**src/rtl/ckle_pkg.sv**
```systemverilog
// Shared types and codes for the compact key list engine.
`timescale 1ns / 1ps
package ckle_pkg;

    localparam int KEY_W = 152;

    typedef logic [KEY_W-1:0] key_t;

    localparam logic [2:0] OP_CLEAR  = 3'd0;
    localparam logic [2:0] OP_INSERT = 3'd1;
    localparam logic [2:0] OP_REMOVE = 3'd2;
    localparam logic [2:0] OP_SEARCH = 3'd3;
    localparam logic [2:0] OP_COUNT  = 3'd4;
    localparam logic [2:0] OP_ALTER  = 3'd5;

    localparam logic [1:0] ST_DONE    = 2'd0;
    localparam logic [1:0] ST_FULL    = 2'd1;
    localparam logic [1:0] ST_MISSING = 2'd2;

    // Controller to datapath commands.
    typedef struct packed {
        logic load;     // capture the beat and compare against every cell
        logic clear;    // empty the list
        logic remove;   // shift cells above the match down by one
        logic append;   // write the key into slot fill_count
        logic use_new;  // append takes the replacement key
    } cmd_t;

    // Datapath to controller status.
    typedef struct packed {
        logic hit;
        logic key_empty;
        logic new_empty;
        logic full;
    } stat_t;

    // Cut the key at KEY_BYTES and after its first zero byte.
    function automatic key_t normalize(input key_t k, input int key_bytes);
        key_t r;
        logic ended;
        logic [7:0] b;
        r = '0;
        ended = 1'b0;
        for (int i = 0; i < 19; i++) begin
            b = k[KEY_W-1-8*i -: 8];
            if (i >= key_bytes || ended)
                b = 8'h00;
            if (b == 8'h00)
                ended = 1'b1;
            r[KEY_W-1-8*i -: 8] = b;
        end
        return r;
    endfunction

endpackage

```
**src/rtl/ckle_ctrl.sv**
```systemverilog
// Controller state machine of the compact key list engine.
`timescale 1ns / 1ps
module ckle_ctrl
(
    input  logic                clk,
    input  logic                rst_n,
    input  logic                in_fire,
    input  logic [2:0]          op,
    input  ckle_pkg::stat_t     stat,
    input  logic                out_free,
    output ckle_pkg::cmd_t      cmd,
    output logic                busy,
    output logic                res_load,
    output logic [1:0]          res_status
);

    localparam logic S_IDLE = 1'b0;
    localparam logic S_EXEC = 1'b1;

    logic       state_reg, state_next;
    logic [2:0] op_reg;

    always_ff @(posedge clk or negedge rst_n)
    begin
        if (!rst_n)
            state_reg <= S_IDLE;
        else
            state_reg <= state_next;
    end

    always_ff @(posedge clk)
    begin
        if (in_fire)
            op_reg <= op;
    end

    assign busy = (state_reg == S_EXEC);

    always_comb
    begin
        state_next = state_reg;
        cmd        = '0;
        res_load   = 1'b0;
        res_status = ckle_pkg::ST_DONE;
        cmd.load   = in_fire;
        unique case (state_reg)
            S_IDLE:
            begin
                if (in_fire)
                    state_next = S_EXEC;
            end
            S_EXEC:
            begin
                if (out_free) begin
                    res_load   = 1'b1;
                    state_next = S_IDLE;
                    case (op_reg) inside
                        ckle_pkg::OP_CLEAR: cmd.clear = 1'b1;
                        ckle_pkg::OP_INSERT:
                        begin
                            if (stat.full)
                                res_status = ckle_pkg::ST_FULL;
                            else
                                cmd.append = !stat.key_empty;
                        end
                        ckle_pkg::OP_REMOVE, ckle_pkg::OP_ALTER:
                        begin
                            if (!stat.hit)
                                res_status = ckle_pkg::ST_MISSING;
                            else begin
                                cmd.remove  = 1'b1;
                                cmd.use_new = (op_reg == ckle_pkg::OP_ALTER);
                                cmd.append  = cmd.use_new && !stat.new_empty;
                            end
                        end
                        ckle_pkg::OP_SEARCH:
                            if (!stat.hit)
                                res_status = ckle_pkg::ST_MISSING;
                        default: ;
                    endcase
                end
            end
            default: state_next = S_IDLE;
        endcase
    end

endmodule

```
**config.mk**
```make
export PLATFORM = sky130hd
export DESIGN_NAME = ckle_ctrl
export DESIGN_NICKNAME = d
export VERILOG_FILES = /design/src/rtl/ckle_pkg.sv /design/src/rtl/ckle_ctrl.sv
export SDC_FILE = /design/constraint.sdc
export NUM_CORES = 1
export LEC_CHECK = 0
export BUFFER_PORTS_ARGS = -buffer_cell sky130_fd_sc_hd__clkbuf_2
export CORE_AREA = 2 2 39 41
export DETAILED_ROUTE_END_ITERATION = 7
export DIE_AREA = 0 0 41 43
export GPL_ROUTABILITY_DRIVEN = 1
export SYNTH_ARGS = -nofsm -noshare
export SYNTH_HDL_FRONTEND = slang
export SYNTH_SLANG_ARGS = --single-unit
```
**constraint.sdc**
```tcl
create_clock -name clk -period 2.65 [get_ports clk]
set_input_delay 0.6625 -clock clk [delete_from_list [all_inputs] [get_ports clk]]
set_output_delay 0.6625 -clock clk [all_outputs]
set_load 0.02 [all_outputs]
```
# Yosys cells after proc, flatten, opt, wreduce, memory -nomap -nowiden
# Index checks and enable logic that the tools add are counted.
# word_totals
reg_bits	4
latchBits	0
ram_bits	0
romBits	0
in_bits	11
out_inout_bits	9
wordCells	39
mem_count	0
# classes
addsub	0
mul	0
div	0
n_lt_le_gt_ge	0
eq_ne	4
n_shift	0
muxes	27
bitwise_logic	1
n_reduce_logical	5
# ops
op	n
1-bit two-way mux	16
2-bit two-way mux	7
4-bit two-way mux	2
3-bit by 2-bit equality test with 1-bit output (second input constant)	2
3-bit by 1-bit equality test with 1-bit output (second input constant)	1
3-bit equality test (second input constant)	1
3-bit logical NOT	1
3-bit two-way mux	1
1-bit logical NOT	2
1-bit one-hot mux with 2 select lines	1
2-bit OR reduction	1
1-bit logical AND	1
1-bit NOT	1

# Logic depth before layout (Yosys ltp)
# depth
word_depth	8
ltp_mapped	2
depth_no_buf	2

# Worst setup path before layout
# No wires, ideal clock.
# synth_timing
path_kind	input-to-output
startpoint	in stat[0] (netlist bit)
endpoint	out cmd[1] (netlist bit)
arrival_ns	1.394
required_time_ns	1.987
slack_ns	0.593
path_stages	2
n_path_buf	0
path_cell_list	or3_1 -> a21oi_1
# synth_lines
element	line_no	source
start, declared	ckle_ctrl.sv:9	input ckle_pkg::stat_t stat,
end, declared	ckle_ctrl.sv:11	output ckle_pkg::cmd_t cmd,

==> results by group <==
STA
  • Final worst slack: between 0.5 and 0.6 ns
  • Slew Limit Fails: 0
  • Final-report setup violation count: 0
  • Slew HR: between 80% and 90%
  • Clk_skew: 0 ns
  • Worst-Margin Slew: between 0.2 and 0.25 ns
  • Final Cycle Share: approximately four fifths
  • Fmax: 479 MHz
  • Hold Worst Slack: ~0.20 ns
  • Fin. Hold Viols: 0
  • Setup TNS: 0 ns
  • Minimum clock period: between 2 and 2.5 ns
  • Unrepaired setup endpoints after global routing: false

Floorplanning
  • # IOs: 20
  • Total core area: approximately 0.0014 mm^2
  • Die Height: about 43 um
  • Die area: between 0.0015 and 0.002 mm^2
  • FP Rows: 14
  • Initial core utilization: between 10% and 20%
  • Chip Width: 41 um

Clock tree
  • CTS tree: done
  • Clock Path Buffers: 2
  • Total number of H-tree levels: 1
  • Post-CTS Setup Inserts: 0
  • Latest clock arrival within the worst-skew pair: between 0.2 and 0.25 ns
  • CTS Hold Bufs: 0
  • CTS root buffer: clkbuf_4
  • Post-CTS sizing: 0
  • CTS Buf Count: 3
  • Worst-path clk slew: around 0.040 ns
  • Sink Count: 4

Cells and area
  • Most common cell after layout, fill and taps aside: clkbuf_2
  • Post-Layout Cell Count: 60
  • Share of cells above drive strength 1: around half
  • Final instance area: 360 um^2
  • N_diodes: 0
  • # nets final: 56
  • Largest register FFs: 3
  • Layout area overhead: 59.1%
  • Most frequent cells in the layout: clkbuf_2 (19), clkbuf_4 (3), edfxtp_1 (3)
  • Fillcell total: between 150 and 200

Global routing
  • Initial antenna violation count: 0
  • M3 GR Usage: 0%
  • Total gr overflow: 0
  • GR Util met1: 7.84%
  • Largest net degree at the start of global routing: 9
  • Busiest grt layer: met2
  • First-pass GRT wire length: 731 um
  • Vias in the first global route: about 210
  • Gr usage total: a little over 6%
  • Met2 global-route usage: under 10%

Placed design
  • HPWL after DPL: roughly 430 um
  • Routability cong.: ~0.65
  • Placed Cells: 56
  • Port bufs: 19
  • Pre-CTS setup slack: between 0.5 and 0.6 ns
  • Placed cell area: 334 um^2

Worst setup path
  • WS Path Type: reg2out
  • Slowest-stage cell, CP: edfxtp_1
  • Arrival time at the worst endpoint: ~1.4 ns
  • Crit-path max FO: 8
  • Req. time, crit path: ~2 ns
  • CP peak stage delay: 0.47 ns
  • CP Launch Type: register
  • Critical Path, Cell by Cell: or3b_1, a21oi_1, clkbuf_2
  • Critical Path End Type: output port

Drt
  • Via Count: ~240
  • Routed WL: approximately 500 um
  • Avg Vias per Cell: between 3 and 4
  • WL/cell: 8.30 um
  • Initial drt markers: 8
  • DRT Pass-1 Iters: 3
  • Drt drc: 0
  • Antenna-violating nets left: 0

Logic synthesis
  • Mapped Cells: 22
  • Unique masters post-synth: 17
  • Syn avg cell area: ~10 um^2
  • Sequential fraction of the synthesis area: just over 50%
  • Post-Syn Area: ~230 um^2
  • Synth warnings: 0
  • Post-synth net total: 33
  • #FFs+latches synth: 4

Power and ir drop
  • Clock power frac: between 40% and 50%
  • Seq pwr share: about two fifths
  • PD cells: 553 mW/mm^2
  • Net Sw Frac: 26.1%
  • Maximum vdd drop: 0.221 mV
  • Leak Pwr: 0.000168 uW
  • Internal power: roughly 150 uW
  • Net Switching: 52.1 uW
  • Combinational power share: about 18%

Job
  • Max cap viols: 0

Hold path
  • Min-delay worst type: in2async

Outcome
  • Status: completed
## final timing paths
kind	from	end	slack, ns	depth (start not counted)
max in group asynchronous	rst_n	busy$_DFF_PN0_	2.37	1
worst min register to register	busy$_DFF_PN0_	busy$_DFF_PN0_	0.56	1
min in group clk	busy$_DFF_PN0_	busy$_DFF_PN0_	0.56	1
worst max register to register	busy$_DFF_PN0_	busy$_DFF_PN0_	1.90	2
worst max-delay path	op_reg[2]$_DFFE_PP_	cmd[2]	0.56	3
worst min-delay path	rst_n	busy$_DFF_PN0_	0.20	1
## power by group through the flow
stage / Combinational [uW] / Clock, uW / Sequential [uW]
floorplan: 18.1 / 0 / 84.1
global placement: 36.1 / 0 / 82.8
detailed placement: 36.3 / 0 / 83.0
CTS: 36.5 / 86.6 / 82.1
global route: 39.8 / 92.1 / 82.9
finish: 36.0 / 81.5 / 81.8
## critical path, delay by kind of cell, from the launching register on
family / cells / cell delay [ns]
flip-flops: 1 / 0.47
AND/OR/NAND/NOR: 1 / 0.38
AO/OA/AOI/OAI: 1 / 0.15
buffers and inverters: 1 / 0.18
## metrics by stage
stage          power (uW)  util (%)
2_1_floorplan         102         -
3_3_place_gp          119      24.1
3_5_place_dp          119      24.1
4_1_cts               205      26.0
5_1_grt               215      26.0
6_report              199      26.0
## area by class of cell
type	count	area, um^2	share of cell area (%)
Multi-Input combinational cell	16	100	27.8
Inverter	1	3.75	1.04
Tap cell	16	20.0	5.56
Clock buffer	4	26.3	7.29
Sequential cell	4	115	31.9
Timing Repair Buffer	19	95.1	26.4
## metal layers
layer  part of all wire (%)  up-vias
met5                      0        -
met3                     11        0
li1                       -      126
met2                     44       18
met4                      0        0
met1                     45       94
## cells by family after synthesis
kind of cell           count (synthesis)  share of synthesized area [%]
buffers and inverters                  2                           4.97
AND/OR/NAND/NOR                       12                           33.2
flip-flops                             4                           50.8
AO/OA/AOI/OAI                          4                           11.1
## cell usage after synthesis
master | instances | area share (%)
or3b_1 | 1 | 3.9
nand2b_1 | 1 | 2.8
nor3b_1 | 1 | 3.3
o21a_1 | 1 | 3.3
a21oi_1 | 2 | 4.4
or3_1 | 1 | 2.8
nand4b_1 | 1 | 3.9
nand3_1 | 1 | 2.2
nor4_1 | 1 | 2.8
a211oi_1 | 1 | 3.3
nor2_1 | 1 | 1.7
inv_1 | 1 | 1.7
nand3b_1 | 2 | 6.6
dfrtp_1 | 1 | 11
buf_4 | 1 | 3.3
edfxtp_1 | 3 | 40
nand2_1 | 2 | 3.3
Note: power is estimated with default switching activity, not from simulation.
